### src/design/tql_queue.sv
// Two-entry queue that decouples the request front end from the back end.
// No dependencies.
module tql_queue #(
    parameter int DATA_W = 8
) (
    input  logic              i_clk,
    input  logic              i_rst_n,
    input  logic              i_push,
    input  logic [DATA_W-1:0] i_data,
    output logic              o_full,
    input  logic              i_pop,
    output logic              o_valid,
    output logic [DATA_W-1:0] o_data
);
    logic [DATA_W-1:0] r_mem [2];
    logic              r_wp, r_rp;
    logic [1:0]        r_cnt;

    always_ff @(posedge i_clk) begin
        if (!i_rst_n) begin
            r_wp  <= 1'b0;
            r_rp  <= 1'b0;
            r_cnt <= 2'd0;
        end else begin
            if (i_push) begin
                r_wp <= ~r_wp;
            end
            if (i_pop) begin
                r_rp <= ~r_rp;
            end
            if (i_push && !i_pop) begin
                r_cnt <= r_cnt + 2'd1;
            end else if (i_pop && !i_push) begin
                r_cnt <= r_cnt - 2'd1;
            end
        end
        if (i_push) begin
            r_mem[r_wp] <= i_data;
        end
    end

    assign o_full  = r_cnt[1];
    assign o_valid = (r_cnt != 2'd0);
    assign o_data  = r_mem[r_rp];
endmodule

### config.mk
export PLATFORM = sky130hd
export DESIGN_NAME = tql_queue
export DESIGN_NICKNAME = d
export VERILOG_FILES = /design/src/design/tql_queue.sv
export SDC_FILE = /design/constraint.sdc
export NUM_CORES = 1
export LEC_CHECK = 0
export BUFFER_PORTS_ARGS = -buffer_cell sky130_fd_sc_hd__buf_2
export CORE_UTILIZATION = 52
export CTS_CLUSTER_DIAMETER = 50
export DETAILED_ROUTE_END_ITERATION = 8
export GPL_ROUTABILITY_DRIVEN = 0
export PLACE_DENSITY = 0.8
export SLEW_MARGIN = 5
export SYNTH_ARGS = -nofsm -noshare
export SYNTH_HDL_FRONTEND = slang
export SYNTH_SLANG_ARGS = --single-unit
### constraint.sdc
create_clock -name i_clk -period 3.14 [get_ports i_clk]
set_input_delay 0.314 -clock i_clk [delete_from_list [all_inputs] [get_ports i_clk]]
set_output_delay 0.314 -clock i_clk [all_outputs]
set_load 0.05 [all_outputs]
==> out/metrics.cfg <==
[status]
status=complete, no violations

[sta]
slew_violations=0
setup_violations=0
fmax_ghz=0.5681
fin_crit_sh=0.5606
slew_headroom=0.4888
tightestPinTransition_ns=0.7653
fin_crit_ns=1.760
fin_worst_skew_ns=0.004671
rsz0062_at_grt=no
hold_violations=0
setup_tns_ns=0

[die]
core_region_area_um2=1350
dieHeight_um=40.94
dieArea_um2=1676
start_util=0.5839
io_pins=22
rows=13
fp.dieW_um=40.94

[clock_tree]
clkTransAtPathRegs_ns=0.11
cts_made_buffers=3
clock_path_buffers=2
post_cts_buffers=0
clk-insertion-delay-late_ns=0.29
cts_resized=0
clkSinkCount=21
cts_tree=done
root_buffer=clkbuf_4
h-tree-depth=1
cts-hold-fix-buffers=0

[setup_path]
arrival_ns=1.45
critPathMaxFanout=8
path_class=flip-flop to output pin
start_kind=flip-flop
endpoint_kind=output pin
cp.required_ns=2.83

[placed_design]
hpwlAfterDp_um=856.2
portBuffers=21

[global_route]
overflow=0
grtUsageTotal=0.1663
grt_pass1_wl_mm=1.690
grt_max_degree=12
grt_pass1_vias=405
antenna_found_initial=0

[run]
maxCapViolations=0

[detailed_routing]
drt_iter0_drc=7
via_count=428
drt_wl_total_mm=1.189
via_per_inst=5.035
firstDrtPassIters=4
routedWlPerCell_um=13.99
ant_nets=0
drc=0

[yosys]
mappedNetlistNets=59
synthTopCellsByCount=16 x edfxtp_1, 8 x mux2_2, 5 x dfxtp_1
ys_warn_count=0
syn_area_um2=788.3
synth.avg_cell_area_um2=17.14
synth_cells=46
yosysSeqAreaShare=0.7365
yosys_most_used_dff=edfxtp_1
synth_area_leader_cell=edfxtp_1
synth-seq-cells=21
yosysTopAreaCellShare=0.6095
synth_edf_count=16
ys_types=15
async_reset_ff_frac=0
yosysMostFrequentCell=edfxtp_1
synthTopCellsByArea=edfxtp_1 61%, dfxtp_1 13%, mux2_2 11%, and2_1 3.2%, xor2_1 2.2%

[final_layout]
diodes=0
fin_nets=84
final_layout_size_suffix_gt1_frac=0.4714
syn_to_final_growth_pct=18.41
post-route-util=0.6914

[power]
p_leak_uw=0.0003753
power_density_nw_per_um2=610.8
vdd_ir_drop_max_v=0.0004162

[hold_path]
hp-class=primary input to flip-flop

==> flip-flops by register name (all words and copies together), names as in the netlist, named ones only <==
signal	count
r_cnt	2
r_wp	1
r_rp	1
r_mem	16
==> routing by layer <==
layer,vias up,wire (um),GRT usage
li1,215,-,-
met1,200,538,0.1812
met2,11,613,0.2930
met3,2,29,0.03261
met4,0,7,0.1000
met5,-,0,0
==> layout make-up <==
cell class	count	area, um^2
flip-flops and latches	21	580.6
fillers	90	416.7
multi-input cells	23	198.9
repair buffers	21	105.1
clock buffers	4	26.28
well taps	15	18.77
inverters	1	3.754
==> final timing paths <==
check | start | endpoint | slack (ns) | cells past startpoint
worst min register to register | r_cnt[1]$_SDFFE_PN0P_ | r_cnt[1]$_SDFFE_PN0P_ | 0.51 | 2
worst max register to register | r_wp$_SDFFE_PN0P_ | r_mem[0][7]$_DFFE_PP_ | 1.85 | 1
worst min-delay path | i_data[3] | r_mem[1][3]$_DFFE_PP_ | 0.20 | 1
worst max-delay path | flip-flop | o_data[2] | 1.38 | 2
==> critical path, cell delays in order, from the launching register on <==
cell     delay [ns]
dfxtp_1        0.55
mux2_2         0.39
buf_2          0.21
==> logic make-up (layout without fill, tap and decap cells) <==
| kind of cell | count (synthesis) | after routing | share of synthesized area |
|---|---|---|---|
| buffers and inverters | 2 | 26 | 0.01110 |
| AOI/OAI and AO/OA | 3 | 3 | 0.02540 |
| DFF | 21 | 21 | 0.7365 |
| xor gates and xnor gates | 3 | 3 | 0.03334 |
| adders and majority gates | 1 | 1 | 0.01587 |
| and+or+nand+nor | 8 | 8 | 0.06349 |
| muxes | 8 | 8 | 0.1143 |
==> cells in the final DEF, fill, tap and decap left out, drive strengths merged <==
cell type	Yosys	routed
edfxtp	16	16
and2	4	4
buf	1	21
xnor2	1	1
inv	1	1
mux2	8	8
o21ai	1	1
ha	1	1
a21boi	1	1
or3	1	1
xor2	2	2
clkbuf	0	4
o21a	1	1
dfxtp	5	5
or2	1	1
nor2b	2	2
==> through the flow <==
step,setup slack [ns],instances,hold WS [ns],total power (uW),cell area [um^2]
6_report,1.380,85,0.2017,570.1,933.4
5_1_grt,1.317,85,0.2035,587.7,933.4
4_1_cts,1.360,85,0.1996,572.1,933.4
3_5_place_dp,1.669,81,0.4930,452.9,907.1
3_3_place_gp,1.729,81,0.4752,449.6,907.1
2_1_floorplan,1.836,46,0.4129,424.5,788.3
==> where the power goes <==
group	leakage, uW	switching (uW)	internal [uW]	total [uW]
Sequential	0.000192	10.9	318	329
Clock	0.0000150	74.7	49.4	124
Combinational	0.000169	78.9	38.2	117
Note: power is estimated with default switching activity, not from simulation.
