## src/design/tql_pkg.sv

```systemverilog
// Shared types and constants for the tabular Q-learning engine.
// Used by the top level, tql_front, tql_back and the testbench; no dependencies.
package tql_pkg;

    localparam int CONTEXTS_DEF = 16;
    localparam int STATES_DEF   = 1024;
    localparam int ACTIONS_DEF  = 4;

    localparam int VAL_W  = 40;
    localparam int SUM_W  = 42;
    localparam int ACC_W  = 58;
    localparam int LIM_W  = 36;
    localparam int RATE_W = 17;
    localparam int EPS_W  = 54;
    localparam int MASK_W = 4;

    localparam logic [63:0] SM_GOLDEN = 64'h9e3779b97f4a7c15;
    localparam logic [63:0] SM_MUL1   = 64'hbf58476d1ce4e5b9;
    localparam logic [63:0] SM_MUL2   = 64'h94d049bb133111eb;

    localparam logic [2:0] REG_LEARN   = 3'd0;
    localparam logic [2:0] REG_DISC    = 3'd1;
    localparam logic [2:0] REG_EXPLORE = 3'd2;
    localparam logic [2:0] REG_RLIM    = 3'd3;
    localparam logic [2:0] REG_VLIM    = 3'd4;
    localparam logic [2:0] REG_FROZEN  = 3'd5;

    typedef enum logic [1:0] {
        STAT_DONE     = 2'd0,
        STAT_NO_LEGAL = 2'd1,
        STAT_FROZEN   = 2'd2
    } t_status;

    typedef struct packed {
        logic                    is_upd;
        logic                    term;
        logic                    train;
        logic [1:0]              act;
        logic [MASK_W-1:0]       mask;
        logic [63:0]             seed;
        logic signed [VAL_W-1:0] reward;
    } t_hdr;

    typedef struct packed {
        logic [RATE_W-1:0] learn;
        logic [RATE_W-1:0] disc;
        logic [EPS_W-1:0]  eps;
        logic [LIM_W-1:0]  rlim;
        logic [LIM_W-1:0]  vlim;
        logic              frozen;
    } t_cfg;

    typedef enum logic [3:0] {
        S_CLEAR, S_IDLE, S_CH_SEL, S_SM_INIT, S_SM_MUL, S_SM_USE, S_MOD3,
        S_UP_BOOT, S_G_LO, S_G_HI, S_UP_TGT, S_UP_DIFF, S_A_LO, S_A_HI, S_UP_WR
    } t_bstate;

endpackage

```

## src/design/tql_front.sv

```systemverilog
// Request front end: unpacks stream items, wraps indexes and forms table rows.
// Depends on tql_pkg; feeds tql_queue.
module tql_front #(
    parameter int CONTEXTS = tql_pkg::CONTEXTS_DEF,
    parameter int STATES   = tql_pkg::STATES_DEF,
    parameter int ACTIONS  = tql_pkg::ACTIONS_DEF,
    parameter int ROW_W    = $clog2(CONTEXTS * STATES)
) (
    input  logic             i_valid,
    input  logic [135:0]     i_data,
    input  logic             i_user,
    input  logic             i_last,
    output logic             o_ready,
    input  logic             i_clearing,
    input  logic             i_full,
    output logic             o_push,
    output tql_pkg::t_hdr    o_hdr,
    output logic [ROW_W-1:0] o_row,
    output logic [ROW_W-1:0] o_nrow
);
    import tql_pkg::*;

    localparam logic [MASK_W-1:0] ACT_MASK = MASK_W'((1 << ACTIONS) - 1);

    function automatic logic [9:0] wrap_st(input logic [9:0] x);
        logic [10:0] r;
        r = '0;
        if (STATES >= 1024) begin
            r = {1'b0, x};
        end else begin
            for (int i = 9; i >= 0; i--) begin
                r = {r[9:0], x[i]};
                if (r >= 11'(STATES)) begin
                    r = r - 11'(STATES);
                end
            end
        end
        return r[9:0];
    endfunction

    function automatic logic [3:0] wrap_ctx(input logic [3:0] x);
        logic [4:0] r;
        r = '0;
        if (CONTEXTS >= 16) begin
            r = {1'b0, x};
        end else begin
            for (int i = 3; i >= 0; i--) begin
                r = {r[3:0], x[i]};
                if (r >= 5'(CONTEXTS)) begin
                    r = r - 5'(CONTEXTS);
                end
            end
        end
        return r[3:0];
    endfunction

    logic [3:0] ctx_w;
    logic [9:0] st, nst;

    assign st    = i_data[13:4];
    assign nst   = i_data[134:125];
    assign ctx_w = wrap_ctx(i_data[3:0]);

    assign o_ready = !i_full && !i_clearing;
    assign o_push  = i_valid && o_ready;

    always_comb begin
        o_hdr.is_upd = i_user;
        o_hdr.term   = i_last;
        o_hdr.train  = i_data[20];
        o_hdr.act    = i_data[15:14];
        o_hdr.mask   = i_data[19:16] & ACT_MASK;
        o_hdr.seed   = i_data[84:21] ^ {54'd0, st};
        o_hdr.reward = $signed(i_data[124:85]);
        o_row  = ROW_W'(ROW_W'(ctx_w) * ROW_W'(STATES) + ROW_W'(wrap_st(st)));
        o_nrow = ROW_W'(ROW_W'(ctx_w) * ROW_W'(STATES) + ROW_W'(wrap_st(nst)));
    end
endmodule

```

## config.mk

```make
export PLATFORM = sky130hd
export DESIGN_NAME = tql_front
export DESIGN_NICKNAME = d
export VERILOG_FILES = /design/src/design/tql_pkg.sv /design/src/design/tql_front.sv
export SDC_FILE = /design/constraint.sdc
export NUM_CORES = 1
export LEC_CHECK = 0
export BUFFER_PORTS_ARGS = -buffer_cell sky130_fd_sc_hd__buf_4
export CAP_MARGIN = 40
export CORE_AREA = 5 5 108 110
export DETAILED_ROUTE_END_ITERATION = 12
export DIE_AREA = 0 0 113 115
export SLEW_MARGIN = 40
export SYNTH_ARGS = -nofsm -noshare
export SYNTH_HDL_FRONTEND = slang
export SYNTH_SLANG_ARGS = --single-unit
```

## constraint.sdc

```tcl
create_clock -name vclk -period 0.8
set_input_delay 0.04 -clock vclk [all_inputs]
set_output_delay 0.04 -clock vclk [all_outputs]
set_load 0.01 [all_outputs]
```

==> impl_metrics.xml, run 1 <==
<?xml version="1.0" encoding="UTF-8"?>
<metrics>
  <group name="finish">
    <metric name="n_clock_buffer" unit="">0</metric>
    <metric name="stdcell_count" unit="">197</metric>
    <metric name="design.final.nets" unit="">200</metric>
    <metric name="nFillCells" unit="">1242</metric>
    <metric name="layout.cells.most_common_list" unit="">45 x buf_4, 10 x xor2_1, 1 x nor2_1, 1 x nor3b_2</metric>
    <metric name="design.seq.count" unit="">0</metric>
    <metric name="final_layout_size_suffix_gt1_share" unit="%">80.7</metric>
    <metric name="post-route-util" unit="%">5.82</metric>
    <metric name="area.sequential" unit="µm²">0</metric>
    <metric name="antenna_cells_inserted" unit="">0</metric>
    <metric name="layout_commonest_cell" unit="">buf_4</metric>
    <metric name="area_growth_syn_to_layout" unit="%">-43.3</metric>
  </group>
  <group name="worst_setup_path">
    <metric name="setup.worst_path.end" unit="">o_push</metric>
    <metric name="timing.critical_path.slowest_stage_cell" unit="">nor3b_2</metric>
    <metric name="kind_of_critical_path" unit="">input pin to output port</metric>
    <metric name="critPathLaunchType" unit="">input pin</metric>
    <metric name="critical_path_arrival" unit="ps">480</metric>
    <metric name="critical-path-top-cell-by-count" unit="">buf_4</metric>
    <metric name="crit_path_start" unit="">i_full</metric>
    <metric name="critical_path_peak_fanout" unit="">2</metric>
    <metric name="biggest_cell_delay_along_the_critical_path" unit="ps">180</metric>
    <metric name="critical_path.cell_chain" unit="">buf_4 &gt; nor3b_2 &gt; buf_4</metric>
    <metric name="end_kind" unit="">output port</metric>
    <metric name="required" unit="ps">760</metric>
  </group>
  <group name="run_status">
    <metric name="status" unit="">complete, no violations</metric>
  </group>
  <group name="placed_design">
    <metric name="place.detailed.hpwl" unit="µm">2920</metric>
    <metric name="io_buffer_count" unit="">45</metric>
    <metric name="dp.cells" unit="">197</metric>
    <metric name="gp_routability_congestion" unit="">0.594</metric>
  </group>
  <group name="route">
    <metric name="drt_pass_1_iters" unit="">2</metric>
    <metric name="avgRoutedWirePerCell" unit="µm">16.9</metric>
    <metric name="avgViaCountPerCell" unit="">2.31</metric>
    <metric name="route.antenna.remaining_nets" unit="">0</metric>
    <metric name="via_count" unit="">456</metric>
    <metric name="totalWireLength" unit="µm">3320</metric>
    <metric name="drt_drc_violations_left" unit="">0</metric>
    <metric name="drt-initial-drc-count" unit="">3</metric>
  </group>
  <group name="logic_synthesis">
    <metric name="post_synth_xor_area_fraction" unit="%">8.06</metric>
    <metric name="synth_sequential_area_ratio" unit="%">0</metric>
    <metric name="synth.net_count" unit="">284</metric>
    <metric name="syn-cell-area" unit="mm²">0.00109</metric>
    <metric name="synth_simple_gate_area_share" unit="%">1.50</metric>
    <metric name="synth_cells" unit="">143</metric>
    <metric name="compound_gate_portion_of_the_synthesized_area" unit="%">0</metric>
    <metric name="yosys.area_share.adder" unit="%">0</metric>
    <metric name="ys_types" unit="">4</metric>
    <metric name="synth_mux_area_share" unit="%">0</metric>
    <metric name="synth_warnings" unit="">0</metric>
    <metric name="synth_top_family_by_area" unit="">buffers and inverters</metric>
    <metric name="postSynthAreaPerCell" unit="µm²">7.60</metric>
  </group>
  <group name="floorplanning">
    <metric name="dieWidth" unit="µm">113</metric>
    <metric name="placeableCoreArea" unit="mm²">0.0106</metric>
    <metric name="num_io_pins" unit="">284</metric>
    <metric name="die_y" unit="µm">115</metric>
    <metric name="initial_core_util" unit="%">10.3</metric>
    <metric name="std_cell_rows" unit="">38</metric>
    <metric name="floorplan.die_area" unit="mm²">0.0130</metric>
  </group>
  <group name="power">
    <metric name="power.clock.fraction" unit="%">0</metric>
    <metric name="power.combinational.fraction" unit="%">100.0</metric>
    <metric name="power.density_cell_area" unit="mW/mm²">504</metric>
    <metric name="power_leakage" unit="nW">0.265</metric>
    <metric name="total_switching_power" unit="W">0.000120</metric>
    <metric name="p_int" unit="W">0.000191</metric>
    <metric name="power.switching_fraction" unit="%">38.5</metric>
    <metric name="max-vdd-ir-drop" unit="mV">0.0725</metric>
    <metric name="pwr-share-seq" unit="%">0</metric>
  </group>
  <group name="timing">
    <metric name="slew-limit-headroom" unit="%">90.5</metric>
    <metric name="highest_clock_frequency_the_design_can_meet" unit="MHz">1920</metric>
    <metric name="timing_hold_violations_final" unit="">0</metric>
    <metric name="slew_of_the_pin_with_the_lowest_slew_margin" unit="ps">142</metric>
    <metric name="tns" unit="ps">0</metric>
    <metric name="min_period" unit="ps">521</metric>
    <metric name="setup_viol" unit="">0</metric>
    <metric name="unrepaired_setup_endpoints_after_global_routing" unit="">no</metric>
    <metric name="timing.final.max_slew_violations" unit="">0</metric>
    <metric name="final.period_utilization" unit="%">65.1</metric>
  </group>
  <group name="global_routing">
    <metric name="via_count_of_the_first_global_routing_pass" unit="">512</metric>
    <metric name="grt_antenna_before_repair" unit="">0</metric>
    <metric name="grt_util_all_layers" unit="%">4.17</metric>
    <metric name="grt_max_degree" unit="">3</metric>
    <metric name="total_congestion_overflow" unit="">0</metric>
    <metric name="grt_pass1_wl" unit="µm">3890</metric>
  </group>
  <group name="clock_tree">
    <metric name="cts-resized-gates" unit="">0</metric>
    <metric name="postCtsSetupBuffers" unit="">0</metric>
    <metric name="postCtsHoldBufs" unit="">0</metric>
  </group>
  <group name="hold_path">
    <metric name="holdCritStartpoint" unit="">i_data[84]</metric>
    <metric name="min_path_type" unit="">input pin to output port</metric>
  </group>
  <group name="job">
    <metric name="timing.max_cap.violations" unit="">0</metric>
  </group>
</metrics>
power by group through the flow:
stage / clock [W] / sequential [W] / combinational [W]
final: 0 / 0 / 0.000311
after global routing: 0 / 0 / 0.000336
after CTS: 0 / 0 / 0.000318
after detailed placement: 0 / 0 / 0.000318
after global placement: 0 / 0 / 0.000314
after floorplan: 0 / 0 / 0.000743
layer usage:
layer	wire [µm]	up-vias	GRT usage, %
li1	-	127	-
met1	348	126	1.48
met2	1190	128	4.86
met3	1230	75	6.63
met4	550	0	6.81
met5	0	-	0
final cells by class:
cell class	instances	area [µm²]	share of cell area, %
tap	140	175	28.4
multi-input combinational	12	104	16.8
timing repair buffer	45	338	54.8
how the worst min path moves through the flow:
stage | endpoint | slack [ps] | cells past startpoint
floorplan | o_push | 110 | 1
detailed placement | o_hdr[108] | 80 | 0
finish | o_hdr[103] | 80 | 0
global route | o_hdr[87] | 80 | 0
global placement | o_hdr[108] | 80 | 0
CTS | o_hdr[108] | 80 | 0
cell usage after synthesis, drive strengths merged:
cell type,number,share of area [%]
buf,131,90
xor2,10,8.1
nor2,1,0.34
nor3b,1,1.2
cell families after synthesis:
kind of cell / Yosys count
xor gates and xnor gates: 10
and+or+nand+nor: 2
buffers and inverters: 131
per-stage QoR:
step                hold WS (ps)  setup WS (ps)  total power (W)  instance area, µm²
finish                      80.0            279         0.000311                 617
global route                80.0            219         0.000336                 617
CTS                         80.1            262         0.000318                 617
detailed placement          80.1            262         0.000318                 617
global placement            80.1            308         0.000314                 617
floorplan                    113            493         0.000743                1090
critical path: cells and delay by family:
| kind | cells | cell delay (ps) |
|---|---|---|
| buf+inv | 2 | 260 |
| simple gates | 1 | 180 |
No activity file was read; power rests on OpenSTA's default activity.
==> run 2, diff against run 1 <==
--- a/config.mk
+++ b/config.mk
@@ -7,9 +7,9 @@
 export LEC_CHECK = 0
 export BUFFER_PORTS_ARGS = -buffer_cell sky130_fd_sc_hd__buf_4
 export CAP_MARGIN = 40
-export CORE_AREA = 5 5 108 110
+export CORE_AREA = 5 5 107 109
 export DETAILED_ROUTE_END_ITERATION = 12
-export DIE_AREA = 0 0 113 115
+export DIE_AREA = 0 0 112 114
 export SLEW_MARGIN = 40
 export SYNTH_ARGS = -nofsm -noshare
 export SYNTH_HDL_FRONTEND = slang
==> run 2 against run 1 <==
Against the previous run: global-route usage rose by 0.12 points; via count rose by 4.4%; power rose by 2.8%; routed wire length rose by 1.1%; first-iteration DRC count rose by 67%; worst setup slack got worse by 22 ps; count of clock-buffer cells in the layout did not move; maximum frequency fell by 4.0%; largest cell class unchanged; design area did not move; hold slack did not move; critical path depth did not move; die area fell by 1.7%.
==> impl_metrics.xml, run 2 (synthesis gave the netlist of run 1 again) <==
<?xml version="1.0" encoding="UTF-8"?>
<metrics>
  <group name="floorplanning">
    <metric name="num_io_pins" unit="">284</metric>
    <metric name="die_y" unit="µm">114</metric>
    <metric name="dieWidth" unit="µm">112</metric>
    <metric name="std_cell_rows" unit="">38</metric>
    <metric name="placeableCoreArea" unit="mm²">0.0105</metric>
    <metric name="floorplan.die_area" unit="mm²">0.0128</metric>
    <metric name="initial_core_util" unit="%">10.3</metric>
  </group>
  <group name="timing">
    <metric name="slew_of_the_pin_with_the_lowest_slew_margin" unit="ps">141</metric>
    <metric name="final.period_utilization" unit="%">67.8</metric>
    <metric name="unrepaired_setup_endpoints_after_global_routing" unit="">no</metric>
    <metric name="tns" unit="ps">0</metric>
    <metric name="setup_viol" unit="">0</metric>
    <metric name="timing_hold_violations_final" unit="">0</metric>
    <metric name="slew-limit-headroom" unit="%">90.6</metric>
    <metric name="timing.final.max_slew_violations" unit="">0</metric>
    <metric name="layout_setup_ws" unit="ps">257</metric>
    <metric name="highest_clock_frequency_the_design_can_meet" unit="MHz">1840</metric>
    <metric name="holdWs" unit="ps">80.0</metric>
    <metric name="min_period" unit="ps">543</metric>
  </group>
  <group name="finish">
    <metric name="n_clock_buffer" unit="">0</metric>
    <metric name="design.final.nets" unit="">200</metric>
    <metric name="post-route-util" unit="%">5.87</metric>
    <metric name="final_layout_size_suffix_gt1_share" unit="%">80.7</metric>
    <metric name="layout.cells.most_common_list" unit="">45 x buf_4, 10 x xor2_1, 1 x nor2_1, 1 x nor3b_2</metric>
    <metric name="area.sequential" unit="µm²">0</metric>
    <metric name="area_growth_syn_to_layout" unit="%">-43.3</metric>
    <metric name="layout_commonest_cell" unit="">buf_4</metric>
    <metric name="area_of_combinational_cells_with_multiple_inputs" unit="µm²">104</metric>
    <metric name="antenna_cells_inserted" unit="">0</metric>
    <metric name="nFillCells" unit="">1242</metric>
    <metric name="design.seq.count" unit="">0</metric>
  </group>
  <group name="route">
    <metric name="avgRoutedWirePerCell" unit="µm">17.0</metric>
    <metric name="avgViaCountPerCell" unit="">2.42</metric>
    <metric name="route.antenna.remaining_nets" unit="">0</metric>
    <metric name="drt_pass_1_iters" unit="">2</metric>
    <metric name="totalWireLength" unit="µm">3360</metric>
    <metric name="via_count" unit="">476</metric>
    <metric name="drt_drc_violations_left" unit="">0</metric>
    <metric name="drt-initial-drc-count" unit="">5</metric>
  </group>
  <group name="worst_setup_path">
    <metric name="required" unit="ps">760</metric>
    <metric name="end_kind" unit="">output port</metric>
    <metric name="critical_path_peak_fanout" unit="">2</metric>
    <metric name="kind_of_critical_path" unit="">input pin to output port</metric>
    <metric name="critical_path_arrival" unit="ps">500</metric>
    <metric name="crit_path_start" unit="">i_full</metric>
    <metric name="critPathLaunchType" unit="">input pin</metric>
  </group>
  <group name="global_routing">
    <metric name="grt_util_all_layers" unit="%">4.29</metric>
    <metric name="grt_antenna_before_repair" unit="">0</metric>
    <metric name="total_congestion_overflow" unit="">0</metric>
    <metric name="grt_pass1_wl" unit="µm">3930</metric>
    <metric name="grt_max_degree" unit="">3</metric>
    <metric name="via_count_of_the_first_global_routing_pass" unit="">510</metric>
  </group>
  <group name="clock_tree">
    <metric name="postCtsSetupBuffers" unit="">0</metric>
    <metric name="cts-resized-gates" unit="">0</metric>
    <metric name="postCtsHoldBufs" unit="">0</metric>
  </group>
  <group name="power">
    <metric name="power.density_cell_area" unit="mW/mm²">518</metric>
    <metric name="max-vdd-ir-drop" unit="mV">0.113</metric>
    <metric name="power_leakage" unit="nW">0.265</metric>
    <metric name="fin_total_pwr" unit="W">0.000319</metric>
  </group>
  <group name="hold_path">
    <metric name="min_delay_path_depth" unit="">0</metric>
    <metric name="holdCritStartpoint" unit="">i_data[121]</metric>
    <metric name="min_to" unit="">o_hdr[36]</metric>
    <metric name="min_path_type" unit="">input pin to output port</metric>
  </group>
  <group name="placed_design">
    <metric name="gp_routability_congestion" unit="">0.616</metric>
    <metric name="place_ws" unit="ps">244</metric>
    <metric name="io_buffer_count" unit="">45</metric>
  </group>
  <group name="job">
    <metric name="timing.max_cap.violations" unit="">0</metric>
  </group>
  <group name="run_status">
    <metric name="status" unit="">complete, no violations</metric>
  </group>
</metrics>
==> run 2: cell counts in the layout (fill, tap and decap cells not counted) <==
Identical to the previous run, type by type.
==> run 2: metal layers <==
metal	GRT usage [%]	vias to the layer above	routed length (µm)
li1	-	128	-
met1	2.42	138	571
met2	3.80	122	957
met3	6.37	88	1180
met4	7.69	0	646
met5	0	-	0
==> run 2: how the worst max path moves through the flow <==
stage | endpoint | slack, ps | depth (start not counted)
finish | o_push | 260 | 3
detailed placement | o_push | 240 | 3
global placement | o_push | 270 | 3
CTS | o_push | 240 | 3
global route | o_push | 200 | 3
floorplan | o_push | 490 | 1
==> run 2: critical path, stage by stage <==
cell and delay (ps):
buf_4 120, nor3b_2 180, buf_4 160
==> run 2: per-stage QoR <==
step | area (µm²) | instances
final | 617 | 197
after global routing | 617 | 197
after CTS | 617 | 197
after detailed placement | 617 | 197
after global placement | 617 | 197
after floorplan | 1090 | 143
==> run 2: power breakdown <==
group          leakage, nW  switching, W  internal, W
Combinational        0.265      0.000128     0.000191
Clock                    0             0            0
Sequential               0             0            0
Total                0.265      0.000128     0.000191
==> run 2: cell type report <==
| class | instances | area share (%) |
|---|---|---|
| tap | 140 | 28.4 |
| multi-input combinational | 12 | 16.8 |
| timing repair buffer | 45 | 54.8 |
